==> src/rtl/assert_macros.svh <==
// assertion macros shared by the rtl of the line follower steering block
// no dependencies; included by files that carry concurrent checks
`ifndef ASSERT_MACROS_SVH
`define ASSERT_MACROS_SVH

// whenever ante holds at a clock edge, cons must hold at the same edge
`define LFPS_ASSERT_IMPL(lbl, clk, rst_n, ante, cons) \
    lbl: assert property (@(posedge clk) disable iff (!rst_n) (ante) |-> (cons)) \
        else $error("lfps check failed");

// cond must never hold at a clock edge out of reset
`define LFPS_ASSERT_NEVER(lbl, clk, rst_n, cond) \
    lbl: assert property (@(posedge clk) disable iff (!rst_n) !(cond)) \
        else $error("lfps check failed");

`endif

==> src/rtl/lfps_pkg.sv <==
// shared types, constants and codes for the line follower steering block
// no dependencies; used by every module of the block
package lfps_pkg;

    localparam int SENSOR_COUNT = 8;
    localparam int SENSOR_W     = 10;
    localparam int POS_W        = 13;
    localparam int ERR_W        = 13;
    localparam int GAIN_W       = 16;
    localparam int DUTY_W       = 8;
    localparam int DIR_W        = 2;
    localparam int MODE_W       = 2;
    localparam int CFG_IDX_W    = 3;
    localparam int CFG_DATA_W   = 16;

    localparam int POS_SCALE    = 1000;
    localparam int IDX_SUM_MAX  = SENSOR_COUNT * (SENSOR_COUNT - 1) / 2;
    localparam int LIT_W        = $clog2(SENSOR_COUNT + 1);
    localparam int IDX_SUM_W    = $clog2(IDX_SUM_MAX + 1);
    localparam int NUM_W        = $clog2(IDX_SUM_MAX * POS_SCALE + 1);
    localparam int DIV_CNT_W    = $clog2(NUM_W);
    localparam int SAT_W        = (NUM_W > POS_W) ? NUM_W : POS_W;
    localparam int QUEUE_DEPTH  = 2;

    localparam logic [POS_W-1:0] CENTRE  = POS_W'(3500);
    localparam logic [POS_W-1:0] POS_MAX = POS_W'(8191);
    localparam int ERR_MAX = 4095;
    localparam int ERR_MIN = -4096;

    // motor direction codes
    localparam logic [DIR_W-1:0] DIR_OFF = 2'd0;
    localparam logic [DIR_W-1:0] DIR_FWD = 2'd1;
    localparam logic [DIR_W-1:0] DIR_REV = 2'd2;

    // drive mode codes
    localparam logic [MODE_W-1:0] MODE_FOLLOW  = 2'd0;
    localparam logic [MODE_W-1:0] MODE_RECOVER = 2'd1;
    localparam logic [MODE_W-1:0] MODE_DARK    = 2'd2;
    localparam logic [MODE_W-1:0] MODE_PAUSE   = 2'd3;

    // configuration register indexes
    localparam logic [CFG_IDX_W-1:0] CFG_THRESHOLD = 3'd0;
    localparam logic [CFG_IDX_W-1:0] CFG_GAIN_P    = 3'd1;
    localparam logic [CFG_IDX_W-1:0] CFG_GAIN_D    = 3'd2;
    localparam logic [CFG_IDX_W-1:0] CFG_BASE      = 3'd3;
    localparam logic [CFG_IDX_W-1:0] CFG_LIMIT     = 3'd4;
    localparam logic [CFG_IDX_W-1:0] CFG_SPIN      = 3'd5;
    localparam logic [CFG_IDX_W-1:0] CFG_LOST_LOW  = 3'd6;
    localparam logic [CFG_IDX_W-1:0] CFG_LOST_HIGH = 3'd7;

    typedef logic [SENSOR_COUNT-1:0][SENSOR_W-1:0] t_sensors;

    typedef struct packed {
        logic [SENSOR_W-1:0] threshold;
        logic [GAIN_W-1:0]   gain_p;
        logic [GAIN_W-1:0]   gain_d;
        logic [DUTY_W-1:0]   base_speed;
        logic [DUTY_W-1:0]   speed_limit;
        logic [DUTY_W-1:0]   spin_speed;
        logic [POS_W-1:0]    lost_low;
        logic [POS_W-1:0]    lost_high;
    } t_cfg;

    localparam t_cfg CFG_RESET = '{
        threshold:   SENSOR_W'(1000),
        gain_p:      GAIN_W'(3277),
        gain_d:      GAIN_W'(1966),
        base_speed:  DUTY_W'(200),
        speed_limit: DUTY_W'(255),
        spin_speed:  DUTY_W'(160),
        lost_low:    POS_W'(1000),
        lost_high:   POS_W'(6500)
    };

    // classified sample handed from front to back
    typedef struct packed {
        logic             pause;
        logic [LIT_W-1:0] lit;
        logic [NUM_W-1:0] num;
    } t_item;

endpackage

==> src/rtl/lfps_front.sv <==
// front end: accepts a sensor sample, thresholds it and forms lit count
// and scaled index sum; depends on lfps_pkg
module lfps_front (
    input  logic                           i_valid,
    input  lfps_pkg::t_sensors             i_sensors,
    input  logic                           i_pause,
    input  logic [lfps_pkg::SENSOR_W-1:0]  i_threshold,
    input  logic                           i_full,
    output logic                           o_stall,
    output logic                           o_push,
    output lfps_pkg::t_item                o_item
);

    logic [lfps_pkg::LIT_W-1:0]     w_cnt;
    logic [lfps_pkg::IDX_SUM_W-1:0] w_sum;

    always_comb begin
        w_cnt = '0;
        w_sum = '0;
        for (int i = 0; i < lfps_pkg::SENSOR_COUNT; i++) begin
            if (i_sensors[i] >= i_threshold) begin
                w_cnt = w_cnt + lfps_pkg::LIT_W'(1);
                w_sum = w_sum + lfps_pkg::IDX_SUM_W'(i);
            end
        end
    end

    assign o_item.pause = i_pause;
    assign o_item.lit   = w_cnt;
    assign o_item.num   = lfps_pkg::NUM_W'(w_sum) * lfps_pkg::NUM_W'(lfps_pkg::POS_SCALE);

    assign o_stall = i_full;
    assign o_push  = i_valid & ~i_full;

endmodule

==> src/rtl/lfps_queue.sv <==
// short fifo of classified samples between front and back
// depends on lfps_pkg
module lfps_queue (
    input  logic            i_clk,
    input  logic            i_rst_n,
    input  logic            i_push,
    input  lfps_pkg::t_item i_item,
    input  logic            i_pop,
    output logic            o_full,
    output logic            o_valid,
    output lfps_pkg::t_item o_item
);

    localparam int PTR_W = $clog2(lfps_pkg::QUEUE_DEPTH);
    localparam int CNT_W = $clog2(lfps_pkg::QUEUE_DEPTH + 1);

    lfps_pkg::t_item  r_mem [lfps_pkg::QUEUE_DEPTH];
    logic [PTR_W-1:0] r_wr;
    logic [PTR_W-1:0] r_rd;
    logic [CNT_W-1:0] r_cnt;

    assign o_full  = (r_cnt == CNT_W'(lfps_pkg::QUEUE_DEPTH));
    assign o_valid = (r_cnt != '0);
    assign o_item  = r_mem[r_rd];

    always_ff @(posedge i_clk) begin
        if (i_push) begin
            r_mem[r_wr] <= i_item;
        end
    end

    always_ff @(posedge i_clk) begin
        if (!i_rst_n) begin
            r_wr  <= '0;
            r_rd  <= '0;
            r_cnt <= '0;
        end else begin
            if (i_push) begin
                r_wr <= (r_wr == PTR_W'(lfps_pkg::QUEUE_DEPTH - 1)) ? '0 : r_wr + PTR_W'(1);
            end
            if (i_pop) begin
                r_rd <= (r_rd == PTR_W'(lfps_pkg::QUEUE_DEPTH - 1)) ? '0 : r_rd + PTR_W'(1);
            end
            case ({i_push, i_pop})
                2'b10:   r_cnt <= r_cnt + CNT_W'(1);
                2'b01:   r_cnt <= r_cnt - CNT_W'(1);
                default: r_cnt <= r_cnt;
            endcase
        end
    end

endmodule

==> src/rtl/lfps_back.sv <==
// back end: divides for the line position, picks the drive mode, runs
// the pd steering and holds the output register; depends on lfps_pkg
module lfps_back (
    input  logic                                 i_clk,
    input  logic                                 i_rst_n,
    input  logic                                 i_q_valid,
    input  lfps_pkg::t_item                      i_q_item,
    output logic                                 o_pop,
    input  lfps_pkg::t_cfg                       i_cfg,
    output logic                                 o_valid,
    input  logic                                 i_stall,
    output logic [lfps_pkg::DIR_W-1:0]           o_left_direction,
    output logic [lfps_pkg::DIR_W-1:0]           o_right_direction,
    output logic [lfps_pkg::DUTY_W-1:0]          o_left_duty,
    output logic [lfps_pkg::DUTY_W-1:0]          o_right_duty,
    output logic [lfps_pkg::POS_W-1:0]           o_line_position,
    output logic [lfps_pkg::MODE_W-1:0]          o_drive_mode
);

    localparam int NUM_W = lfps_pkg::NUM_W;
    localparam int LIT_W = lfps_pkg::LIT_W;
    localparam int POS_W = lfps_pkg::POS_W;
    localparam int ERR_W = lfps_pkg::ERR_W;
    localparam int PP_W  = lfps_pkg::GAIN_W + 1 + ERR_W;
    localparam int PD_W  = lfps_pkg::GAIN_W + 2 + ERR_W;
    localparam int SUM_W = PD_W + 1;
    localparam int ADJ_W = SUM_W - lfps_pkg::GAIN_W;
    localparam int CL_W  = ADJ_W + 2;

    localparam logic [2:0] ST_IDLE   = 3'd0;
    localparam logic [2:0] ST_DIV    = 3'd1;
    localparam logic [2:0] ST_DECIDE = 3'd2;
    localparam logic [2:0] ST_MUL    = 3'd3;
    localparam logic [2:0] ST_SUM    = 3'd4;
    localparam logic [2:0] ST_CLAMP  = 3'd5;
    localparam logic [2:0] ST_OUT    = 3'd6;

    logic [2:0] r_state, n_state;

    // sample and divider
    logic                              r_pause;
    logic [LIT_W-1:0]                  r_lit;
    logic [NUM_W-1:0]                  r_div;
    logic [LIT_W-1:0]                  r_rem;
    logic [lfps_pkg::DIV_CNT_W-1:0]    r_cnt;
    logic [POS_W-1:0]                  r_newpos;

    // pd datapath
    logic signed [ERR_W-1:0]   r_err;
    logic signed [ERR_W:0]     r_deriv;
    logic signed [PP_W-1:0]    r_prod_p;
    logic signed [PD_W-1:0]    r_prod_d;
    logic signed [ADJ_W-1:0]   r_adj;

    // block state
    logic [POS_W-1:0]          r_held;
    logic signed [ERR_W-1:0]   r_prev;

    // staged result and output register
    logic [lfps_pkg::DIR_W-1:0]  r_res_ldir, r_res_rdir;
    logic [lfps_pkg::DUTY_W-1:0] r_res_lduty, r_res_rduty;
    logic [POS_W-1:0]            r_res_pos;
    logic [lfps_pkg::MODE_W-1:0] r_res_mode;
    logic                        r_out_valid;
    logic [lfps_pkg::DIR_W-1:0]  r_out_ldir, r_out_rdir;
    logic [lfps_pkg::DUTY_W-1:0] r_out_lduty, r_out_rduty;
    logic [POS_W-1:0]            r_out_pos;
    logic [lfps_pkg::MODE_W-1:0] r_out_mode;

    logic [LIT_W:0]                  w_rem_sh;
    logic                            w_ge;
    logic [LIT_W:0]                  w_rem_sub;
    logic [NUM_W-1:0]                w_quo;
    logic [POS_W-1:0]                w_quo_sat;
    logic signed [POS_W:0]           w_diff;
    logic signed [ERR_W-1:0]         w_err;
    logic signed [SUM_W-1:0]         w_sum;
    logic signed [SUM_W-1:0]         w_sum_bias;
    logic signed [CL_W-1:0]          w_left, w_right;
    logic [lfps_pkg::DUTY_W-1:0]     w_lduty, w_rduty;
    logic                            w_recover;
    logic                            w_load;

    // one quotient bit per cycle
    assign w_rem_sh  = {r_rem, r_div[NUM_W-1]};
    assign w_ge      = (w_rem_sh >= {1'b0, r_lit});
    assign w_rem_sub = w_rem_sh - {1'b0, r_lit};
    assign w_quo     = {r_div[NUM_W-2:0], w_ge};
    assign w_quo_sat = (lfps_pkg::SAT_W'(w_quo) > lfps_pkg::SAT_W'(lfps_pkg::POS_MAX)) ?
                       lfps_pkg::POS_MAX : POS_W'(w_quo);

    // error saturated to the signed error range
    assign w_diff = $signed({1'b0, r_newpos}) - $signed({1'b0, lfps_pkg::CENTRE});
    always_comb begin
        if (w_diff > $signed((POS_W+1)'(lfps_pkg::ERR_MAX))) begin
            w_err = ERR_W'(lfps_pkg::ERR_MAX);
        end else if (w_diff < $signed((POS_W+1)'(lfps_pkg::ERR_MIN))) begin
            w_err = ERR_W'(lfps_pkg::ERR_MIN);
        end else begin
            w_err = w_diff[ERR_W-1:0];
        end
    end

    // q16 sum, shift truncating toward zero
    assign w_sum      = r_prod_p + r_prod_d;
    assign w_sum_bias = w_sum[SUM_W-1] ? (w_sum + $signed(SUM_W'(16'hFFFF))) : w_sum;

    assign w_left  = $signed({{(CL_W-lfps_pkg::DUTY_W){1'b0}}, i_cfg.base_speed}) + r_adj;
    assign w_right = $signed({{(CL_W-lfps_pkg::DUTY_W){1'b0}}, i_cfg.base_speed}) - r_adj;

    always_comb begin
        if (w_left[CL_W-1]) begin
            w_lduty = '0;
        end else if (w_left > $signed({{(CL_W-lfps_pkg::DUTY_W){1'b0}}, i_cfg.speed_limit})) begin
            w_lduty = i_cfg.speed_limit;
        end else begin
            w_lduty = w_left[lfps_pkg::DUTY_W-1:0];
        end
        if (w_right[CL_W-1]) begin
            w_rduty = '0;
        end else if (w_right > $signed({{(CL_W-lfps_pkg::DUTY_W){1'b0}}, i_cfg.speed_limit})) begin
            w_rduty = i_cfg.speed_limit;
        end else begin
            w_rduty = w_right[lfps_pkg::DUTY_W-1:0];
        end
    end

    assign w_recover = (r_held >= i_cfg.lost_high) || (r_held <= i_cfg.lost_low);
    assign w_load    = (r_state == ST_OUT) && (!r_out_valid || !i_stall);
    assign o_pop     = (r_state == ST_IDLE) && i_q_valid;

    always_comb begin
        n_state = r_state;
        unique case (r_state)
            ST_IDLE: begin
                if (i_q_valid) begin
                    n_state = (i_q_item.pause || i_q_item.lit == '0) ? ST_DECIDE : ST_DIV;
                end
            end
            ST_DIV: begin
                if (r_cnt == '0) begin
                    n_state = ST_DECIDE;
                end
            end
            ST_DECIDE: begin
                n_state = (r_pause || w_recover || r_lit == '0) ? ST_OUT : ST_MUL;
            end
            ST_MUL:   n_state = ST_SUM;
            ST_SUM:   n_state = ST_CLAMP;
            ST_CLAMP: n_state = ST_OUT;
            ST_OUT: begin
                if (w_load) begin
                    n_state = ST_IDLE;
                end
            end
            default:  n_state = ST_IDLE;
        endcase
    end

    always_ff @(posedge i_clk) begin
        if (!i_rst_n) begin
            r_state     <= ST_IDLE;
            r_held      <= lfps_pkg::CENTRE;
            r_prev      <= '0;
            r_out_valid <= 1'b0;
        end else begin
            r_state <= n_state;
            if (r_state == ST_DECIDE && !r_pause && w_recover) begin
                r_held <= r_newpos;
            end
            if (r_state == ST_CLAMP) begin
                r_held <= r_newpos;
                r_prev <= r_err;
            end
            if (w_load) begin
                r_out_valid <= 1'b1;
            end else if (!i_stall) begin
                r_out_valid <= 1'b0;
            end
        end
    end

    always_ff @(posedge i_clk) begin
        unique case (r_state)
            ST_IDLE: begin
                r_pause  <= i_q_item.pause;
                r_lit    <= i_q_item.lit;
                r_div    <= i_q_item.num;
                r_rem    <= '0;
                r_cnt    <= lfps_pkg::DIV_CNT_W'(NUM_W - 1);
                r_newpos <= r_held;
            end
            ST_DIV: begin
                r_rem <= w_ge ? w_rem_sub[LIT_W-1:0] : w_rem_sh[LIT_W-1:0];
                r_div <= w_quo;
                r_cnt <= r_cnt - lfps_pkg::DIV_CNT_W'(1);
                if (r_cnt == '0) begin
                    r_newpos <= w_quo_sat;
                end
            end
            ST_DECIDE: begin
                r_err       <= w_err;
                r_deriv     <= $signed({w_err[ERR_W-1], w_err}) - $signed({r_prev[ERR_W-1], r_prev});
                r_res_lduty <= i_cfg.spin_speed;
                r_res_rduty <= i_cfg.spin_speed;
                if (r_pause) begin
                    r_res_ldir  <= lfps_pkg::DIR_OFF;
                    r_res_rdir  <= lfps_pkg::DIR_OFF;
                    r_res_lduty <= '0;
                    r_res_rduty <= '0;
                    r_res_pos   <= r_held;
                    r_res_mode  <= lfps_pkg::MODE_PAUSE;
                end else if (w_recover) begin
                    // spin back toward the side the line was lost on
                    r_res_ldir <= (r_held >= i_cfg.lost_high) ? lfps_pkg::DIR_FWD
                                                              : lfps_pkg::DIR_REV;
                    r_res_rdir <= (r_held >= i_cfg.lost_high) ? lfps_pkg::DIR_REV
                                                              : lfps_pkg::DIR_FWD;
                    r_res_pos  <= r_newpos;
                    r_res_mode <= lfps_pkg::MODE_RECOVER;
                end else begin
                    r_res_ldir <= (r_held < lfps_pkg::CENTRE) ? lfps_pkg::DIR_REV
                                                              : lfps_pkg::DIR_FWD;
                    r_res_rdir <= (r_held < lfps_pkg::CENTRE) ? lfps_pkg::DIR_FWD
                                                              : lfps_pkg::DIR_REV;
                    r_res_pos  <= r_held;
                    r_res_mode <= lfps_pkg::MODE_DARK;
                end
            end
            ST_MUL: begin
                r_prod_p <= $signed({1'b0, i_cfg.gain_p}) * r_err;
                r_prod_d <= $signed({1'b0, i_cfg.gain_d}) * r_deriv;
            end
            ST_SUM: begin
                r_adj <= w_sum_bias[SUM_W-1:lfps_pkg::GAIN_W];
            end
            ST_CLAMP: begin
                r_res_ldir  <= lfps_pkg::DIR_FWD;
                r_res_rdir  <= lfps_pkg::DIR_FWD;
                r_res_lduty <= w_lduty;
                r_res_rduty <= w_rduty;
                r_res_pos   <= r_newpos;
                r_res_mode  <= lfps_pkg::MODE_FOLLOW;
            end
            ST_OUT: begin
                if (w_load) begin
                    r_out_ldir  <= r_res_ldir;
                    r_out_rdir  <= r_res_rdir;
                    r_out_lduty <= r_res_lduty;
                    r_out_rduty <= r_res_rduty;
                    r_out_pos   <= r_res_pos;
                    r_out_mode  <= r_res_mode;
                end
            end
            default: begin
                r_rem <= '0;
            end
        endcase
    end

    assign o_valid           = r_out_valid;
    assign o_left_direction  = r_out_ldir;
    assign o_right_direction = r_out_rdir;
    assign o_left_duty       = r_out_lduty;
    assign o_right_duty      = r_out_rduty;
    assign o_line_position   = r_out_pos;
    assign o_drive_mode      = r_out_mode;

endmodule

==> src/rtl/line_follower_pd_steering.sv <==
// top level of the line follower pd steering block: config registers,
// front, queue and back; depends on lfps_pkg and assert_macros.svh
//
// usage
// - input channel (i_in_valid / o_in_stall): one item is eight sensor
//   readings plus a pause request, taken when valid is high and stall low
// - output channel (o_out_valid / i_out_stall): one motor command per item,
//   held unchanged while the receiver stalls
// - config channel (i_cfg_valid / o_cfg_ready): index and data, always ready;
//   write only while no item is in flight
// - the front thresholds and sums combinationally into a two-entry queue,
//   so it keeps taking items while the back is busy or the output waits,
//   until the queue is full
// - back steps: following mode runs the serial divider, one quotient bit at
//   a time, then decide, multiply, sum, clamp and load; pause and all-dark
//   items run decide and load only, edge recovery with lit sensors adds the
//   divider; the back takes no new item until the last one is loaded
// - reset (synchronous, active low) restores register defaults, centre
//   position and zero previous error, and empties queue and output
// - a stalled output holds the back in its load state; the queue then fills
//   and o_in_stall rises
`include "assert_macros.svh"

module line_follower_pd_steering (
    input  logic                                  i_clk,
    input  logic                                  i_rst_n,
    // sensor item
    input  logic                                  i_in_valid,
    output logic                                  o_in_stall,
    input  logic [lfps_pkg::SENSOR_W-1:0]         i_sensor_0,
    input  logic [lfps_pkg::SENSOR_W-1:0]         i_sensor_1,
    input  logic [lfps_pkg::SENSOR_W-1:0]         i_sensor_2,
    input  logic [lfps_pkg::SENSOR_W-1:0]         i_sensor_3,
    input  logic [lfps_pkg::SENSOR_W-1:0]         i_sensor_4,
    input  logic [lfps_pkg::SENSOR_W-1:0]         i_sensor_5,
    input  logic [lfps_pkg::SENSOR_W-1:0]         i_sensor_6,
    input  logic [lfps_pkg::SENSOR_W-1:0]         i_sensor_7,
    input  logic                                  i_pause_request,
    // motor command item
    output logic                                  o_out_valid,
    input  logic                                  i_out_stall,
    output logic [lfps_pkg::DIR_W-1:0]            o_left_direction,
    output logic [lfps_pkg::DIR_W-1:0]            o_right_direction,
    output logic [lfps_pkg::DUTY_W-1:0]           o_left_duty,
    output logic [lfps_pkg::DUTY_W-1:0]           o_right_duty,
    output logic [lfps_pkg::POS_W-1:0]            o_line_position,
    output logic [lfps_pkg::MODE_W-1:0]           o_drive_mode,
    // config writes
    input  logic                                  i_cfg_valid,
    output logic                                  o_cfg_ready,
    input  logic [lfps_pkg::CFG_IDX_W-1:0]        i_cfg_index,
    input  logic [lfps_pkg::CFG_DATA_W-1:0]       i_cfg_data
);

    lfps_pkg::t_cfg     r_cfg;
    lfps_pkg::t_sensors w_sensors;
    lfps_pkg::t_item    w_front_item;
    lfps_pkg::t_item    w_q_item;
    logic               w_push;
    logic               w_full;
    logic               w_q_valid;
    logic               w_pop;

    assign o_cfg_ready = 1'b1;

    // config register file, fields truncated to register width
    always_ff @(posedge i_clk) begin
        if (!i_rst_n) begin
            r_cfg <= lfps_pkg::CFG_RESET;
        end else if (i_cfg_valid && o_cfg_ready) begin
            unique case (i_cfg_index)
                lfps_pkg::CFG_THRESHOLD: r_cfg.threshold   <= i_cfg_data[lfps_pkg::SENSOR_W-1:0];
                lfps_pkg::CFG_GAIN_P:    r_cfg.gain_p      <= i_cfg_data[lfps_pkg::GAIN_W-1:0];
                lfps_pkg::CFG_GAIN_D:    r_cfg.gain_d      <= i_cfg_data[lfps_pkg::GAIN_W-1:0];
                lfps_pkg::CFG_BASE:      r_cfg.base_speed  <= i_cfg_data[lfps_pkg::DUTY_W-1:0];
                lfps_pkg::CFG_LIMIT:     r_cfg.speed_limit <= i_cfg_data[lfps_pkg::DUTY_W-1:0];
                lfps_pkg::CFG_SPIN:      r_cfg.spin_speed  <= i_cfg_data[lfps_pkg::DUTY_W-1:0];
                lfps_pkg::CFG_LOST_LOW:  r_cfg.lost_low    <= i_cfg_data[lfps_pkg::POS_W-1:0];
                lfps_pkg::CFG_LOST_HIGH: r_cfg.lost_high   <= i_cfg_data[lfps_pkg::POS_W-1:0];
            endcase
        end
    end

    // sensor 0 is leftmost and carries index 0
    assign w_sensors[0] = i_sensor_0;
    assign w_sensors[1] = i_sensor_1;
    assign w_sensors[2] = i_sensor_2;
    assign w_sensors[3] = i_sensor_3;
    assign w_sensors[4] = i_sensor_4;
    assign w_sensors[5] = i_sensor_5;
    assign w_sensors[6] = i_sensor_6;
    assign w_sensors[7] = i_sensor_7;

    lfps_front u_front (
        .i_valid     (i_in_valid),
        .i_sensors   (w_sensors),
        .i_pause     (i_pause_request),
        .i_threshold (r_cfg.threshold),
        .i_full      (w_full),
        .o_stall     (o_in_stall),
        .o_push      (w_push),
        .o_item      (w_front_item)
    );

    lfps_queue u_queue (
        .i_clk   (i_clk),
        .i_rst_n (i_rst_n),
        .i_push  (w_push),
        .i_item  (w_front_item),
        .i_pop   (w_pop),
        .o_full  (w_full),
        .o_valid (w_q_valid),
        .o_item  (w_q_item)
    );

    lfps_back u_back (
        .i_clk             (i_clk),
        .i_rst_n           (i_rst_n),
        .i_q_valid         (w_q_valid),
        .i_q_item          (w_q_item),
        .o_pop             (w_pop),
        .i_cfg             (r_cfg),
        .o_valid           (o_out_valid),
        .i_stall           (i_out_stall),
        .o_left_direction  (o_left_direction),
        .o_right_direction (o_right_direction),
        .o_left_duty       (o_left_duty),
        .o_right_duty      (o_right_duty),
        .o_line_position   (o_line_position),
        .o_drive_mode      (o_drive_mode)
    );

    // following drives both motors forward within the speed limit
    `LFPS_ASSERT_IMPL(a_follow_fwd, i_clk, i_rst_n,
        o_out_valid && o_drive_mode == lfps_pkg::MODE_FOLLOW,
        o_left_direction == lfps_pkg::DIR_FWD && o_right_direction == lfps_pkg::DIR_FWD &&
        o_left_duty <= r_cfg.speed_limit && o_right_duty <= r_cfg.speed_limit)

    // pause stops both motors
    `LFPS_ASSERT_IMPL(a_pause_off, i_clk, i_rst_n,
        o_out_valid && o_drive_mode == lfps_pkg::MODE_PAUSE,
        o_left_direction == lfps_pkg::DIR_OFF && o_right_direction == lfps_pkg::DIR_OFF &&
        o_left_duty == '0 && o_right_duty == '0)

    // spin modes turn the motors in opposite directions at spin speed
    `LFPS_ASSERT_IMPL(a_spin_opposite, i_clk, i_rst_n,
        o_out_valid && (o_drive_mode == lfps_pkg::MODE_RECOVER ||
                        o_drive_mode == lfps_pkg::MODE_DARK),
        o_left_direction != o_right_direction && o_left_direction != lfps_pkg::DIR_OFF &&
        o_right_direction != lfps_pkg::DIR_OFF && o_left_duty == r_cfg.spin_speed &&
        o_right_duty == r_cfg.spin_speed)

    // the queue never takes an item while it is full
    `LFPS_ASSERT_NEVER(a_no_overflow, i_clk, i_rst_n, w_push && w_full)

endmodule
==> config.mk <==
export PLATFORM = sky130hd
export DESIGN_NAME = line_follower_pd_steering
export DESIGN_NICKNAME = d
export VERILOG_FILES = /design/src/rtl/lfps_pkg.sv /design/src/rtl/lfps_front.sv /design/src/rtl/lfps_queue.sv /design/src/rtl/lfps_back.sv /design/src/rtl/line_follower_pd_steering.sv
export VERILOG_INCLUDE_DIRS = /design/src /design/src/rtl
export SDC_FILE = /design/constraint.sdc
export NUM_CORES = 2
export LEC_CHECK = 0
export BUFFER_PORTS_ARGS = -buffer_cell sky130_fd_sc_hd__buf_2
export CAP_MARGIN = 20
export CELL_PAD_IN_SITES_DETAIL_PLACEMENT = 0
export CELL_PAD_IN_SITES_GLOBAL_PLACEMENT = 1
export CORE_UTILIZATION = 51
export CTS_CLUSTER_SIZE = 30
export DETAILED_ROUTE_END_ITERATION = 7
export HOLD_SLACK_MARGIN = 0.12
export PLACE_DENSITY_LB_ADDON = 0.15
export SYNTH_ARGS = -nofsm -noshare
export SYNTH_HDL_FRONTEND = slang
export SYNTH_SLANG_ARGS = --single-unit
==> constraint.sdc <==
create_clock -name i_clk -period 7.9 [get_ports i_clk]
set_input_delay 0.395 -clock i_clk [delete_from_list [all_inputs] [get_ports i_clk]]
set_output_delay 0.395 -clock i_clk [all_outputs]
set_load 0.05 [all_outputs]
==> results.cfg <==
[sta]
rsz0062_at_grt = false
report.final.slew_viol_count = 0
slew_headroom = 0.334
hold_viol = 0
period_share = 0.906
period_needed_ns = 7.16
skew_ns = 0.0341
setup_viol = 0
fin_ws_ns = 0.742
worstMarginPinSlew_ns = 0.993
fmax_mhz = 140
tns_ns = 0

[grt]
grt_pass1_vias = 25885
track_usage = 0.257
grt_max_degree = 66
grt_overflow = 0
grt_pass1_wl_mm = 143
antenna_found_initial = 8

[logic_synthesis]
synthCells = 3714
synthArstFlopShare = 0
synth-seq-cells = 376
synth_commonest_cells = 543 x nand2_1, 493 x inv_1, 440 x ha_1
syn_area_mm2 = 0.0361
ys.flop_type = edfxtp_1
synth-edff-count = 249
yosysMostFrequentCell = nand2_1
synthDistinctLibCells = 96
synth_area_leader_cell = edfxtp_1
yosysWarningCount = 0
synthTopCellsByArea = edfxtp_1 21%, fa_1 19%, ha_1 15%
yosysTopAreaCellShare = 0.207
yosysSeqAreaShare = 0.278
syn_avg_cell_area_um2 = 9.71
syn_nets = 4594

[worst_hold_path]
hp-start = i_cfg_data[15]
worstHoldPathCells = 3
hp-class = in2reg

[worst_setup_path]
crit_path_frequent_cell = fa_1
critical_path.cell_chain = nand2_1 > fa_1 > inv_1 > fa_1 > fa_1 > inv_1 > fa_1 > inv_1 > fa_1 > fa_1 > ha_1 > a21o_1 > a21o_1 > a21oi_1 > a31oi_1 > o211a_1 > o31a_1 > o21a_1 > o41ai_1 > o21bai_1 > a21oi_1 > xnor2_1
cp.required_ns = 8.23
critPathKind = reg2reg
reg2regPathDepth = 22
crit_family = adder cells
cp.buffers_inverters = 3
r2r_start = u_back.r_err[3]
cpPeakStageDelay_ns = 0.82
cp.arrival_ns = 7.48
crit_path_max_fanout = 17
cp_slowest_cell = edfxtp_1
critPathCaptureType = register
rrSetupSlack_ns = 0.74
crit_path_start = u_back.r_err[3]
cp-start-kind = register
worst-path-stages = 22

[routing]
wirelength_mm = 90.1
antenna_left = 0
dr.pass1.iters = 7
wl_met1_mm = 39.7
post-route-drc-count = 0
wl_per_cell_um = 18.7
dr.max_layer_used = met5
drt_iter0_drc = 1572
viasPerCell = 5.35
vias = 25721
wl_met2_mm = 43.1
met3_wirelength_mm = 5.24

[die]
ioPinCount = 143
core_mm2 = 0.0700
die-area_mm2 = 0.0718
rows = 97
die_h_um = 268
fp.dieW_um = 268
start_util = 0.515

[place]
port_buffers = 141
place_inst = 4714
dpl.hpwl_mm = 70.8
place.gp.congestion = 0.883
dp_worst_setup_slack_ns = 0.626

[clocking]
clk_pin_slew_ns = 0.06
cts.sinks = 376
cts.path.max_buffers = 3
h-tree-depth = 2
cts_root_buf = clkbuf_16
cts_tree = built
cts-buffers-inserted = 44
cts_setup_buffers = 0
clk-insertion-delay-late_ns = 0.60

[flow_run]
maxCapViolCount = 0

[status]
status = finished clean

[finish]
nets = 4706
fillers = 6361
multi_input_area_mm2 = 0.0237
fin_cells = 4805
seqCellArea_mm2 = 0.0100
layout-drive-gt1-share = 0.0870
area_delta_synth_final_pct = 9.20
## registers in the layout, indices dropped and copies added, names as in the netlist, 14 cells and up, named ones only
register         cells
r_cfg               92
u_queue.r_mem       34
u_back.r_prod_d     31
u_back.r_prod_p     30
u_back.r_adj        16
u_back.r_div        15
u_back.r_deriv      14
## path summary, 6_finish.rpt
| check | to |
|---|---|
| setup / recovery | u_back.r_prod_p[29] |
| hold / removal | r_cfg[65] |
| setup reg to reg | u_back.r_prod_p[29] |
| hold reg to reg | u_back.o_left_duty[0] |
## logic make-up (layout without fill, tap and decap cells)
| kind of cell | Yosys count | count (layout) | synth area share |
|---|---|---|---|
| fa+ha+maj | 775 | 775 | 0.339 |
| mux | 71 | 71 | 0.0204 |
| other cells | 1 | 4 | 0.000104 |
| simple gates | 1132 | 1132 | 0.149 |
| xor+xnor | 149 | 149 | 0.0376 |
| compound gates | 579 | 579 | 0.109 |
| buf+inv | 631 | 779 | 0.0666 |
| flops | 376 | 376 | 0.278 |
## cells in the final DEF, fill, tap and decap left out, types with 35 or more instances in the layout
| cell type | n |
|---|---|
| a21o_1 | 62 |
| o21a_1 | 35 |
| o211ai_1 | 46 |
| mux2i_1 | 50 |
| nand3_1 | 48 |
| buf_4 | 57 |
| dfxtp_1 | 127 |
| fa_1 | 335 |
| edfxtp_1 | 249 |
| o21ai_0 | 102 |
| inv_1 | 493 |
| nand2_1 | 542 |
| xnor2_1 | 96 |
| and2_1 | 190 |
| nand2b_1 | 55 |
| a21oi_1 | 126 |
| a21boi_0 | 66 |
| nor2b_1 | 42 |
| ha_1 | 440 |
| xor2_1 | 46 |
| nor2_1 | 125 |
| buf_2 | 140 |
| clkbuf_16 | 44 |
## per-stage QoR
step / cell area (um^2) / hold WS [ns] / util
finish: 39400 / 0.149 / 0.562
global route: 39400 / 0.163 / 0.562
CTS: 39300 / 0.132 / 0.562
detailed placement: 37900 / 0.405 / 0.541
global placement: 37800 / 0.403 / 0.540
floorplan: 36100 / 0.400 / -
## routing by layer
layer,vias up,track usage
li1,12568,-
met1,12503,0.339
met2,527,0.434
met3,117,0.0514
met4,6,0.0630
met5,-,0
## layout make-up
| type | count | area share |
|---|---|---|
| sequential | 376 | 0.255 |
| timing repair buffer | 204 | 0.0309 |
| inverter | 493 | 0.0470 |
| clock buffer | 49 | 0.0287 |
| antenna | 3 | 0.000191 |
| tap | 940 | 0.0299 |
| clock inverter | 33 | 0.00747 |
| multi-input combinational | 2707 | 0.601 |
## timing repair
item / CTS / global route
endpoints found under the hold margin: 9 / 0
resized for setup: 0 / 2
hold buffers: 5 / 0
endpoints found under the setup margin: 0 / 2
## worst min-delay path, stage by stage
cell and delay [ns]:
buf_2 0.15, nand2_1 0.07, a21boi_0 0.07
Power is left out: the tool's default activity adds up to more than one toggle a clock period on the data nets, which glitch-free logic cannot reach.
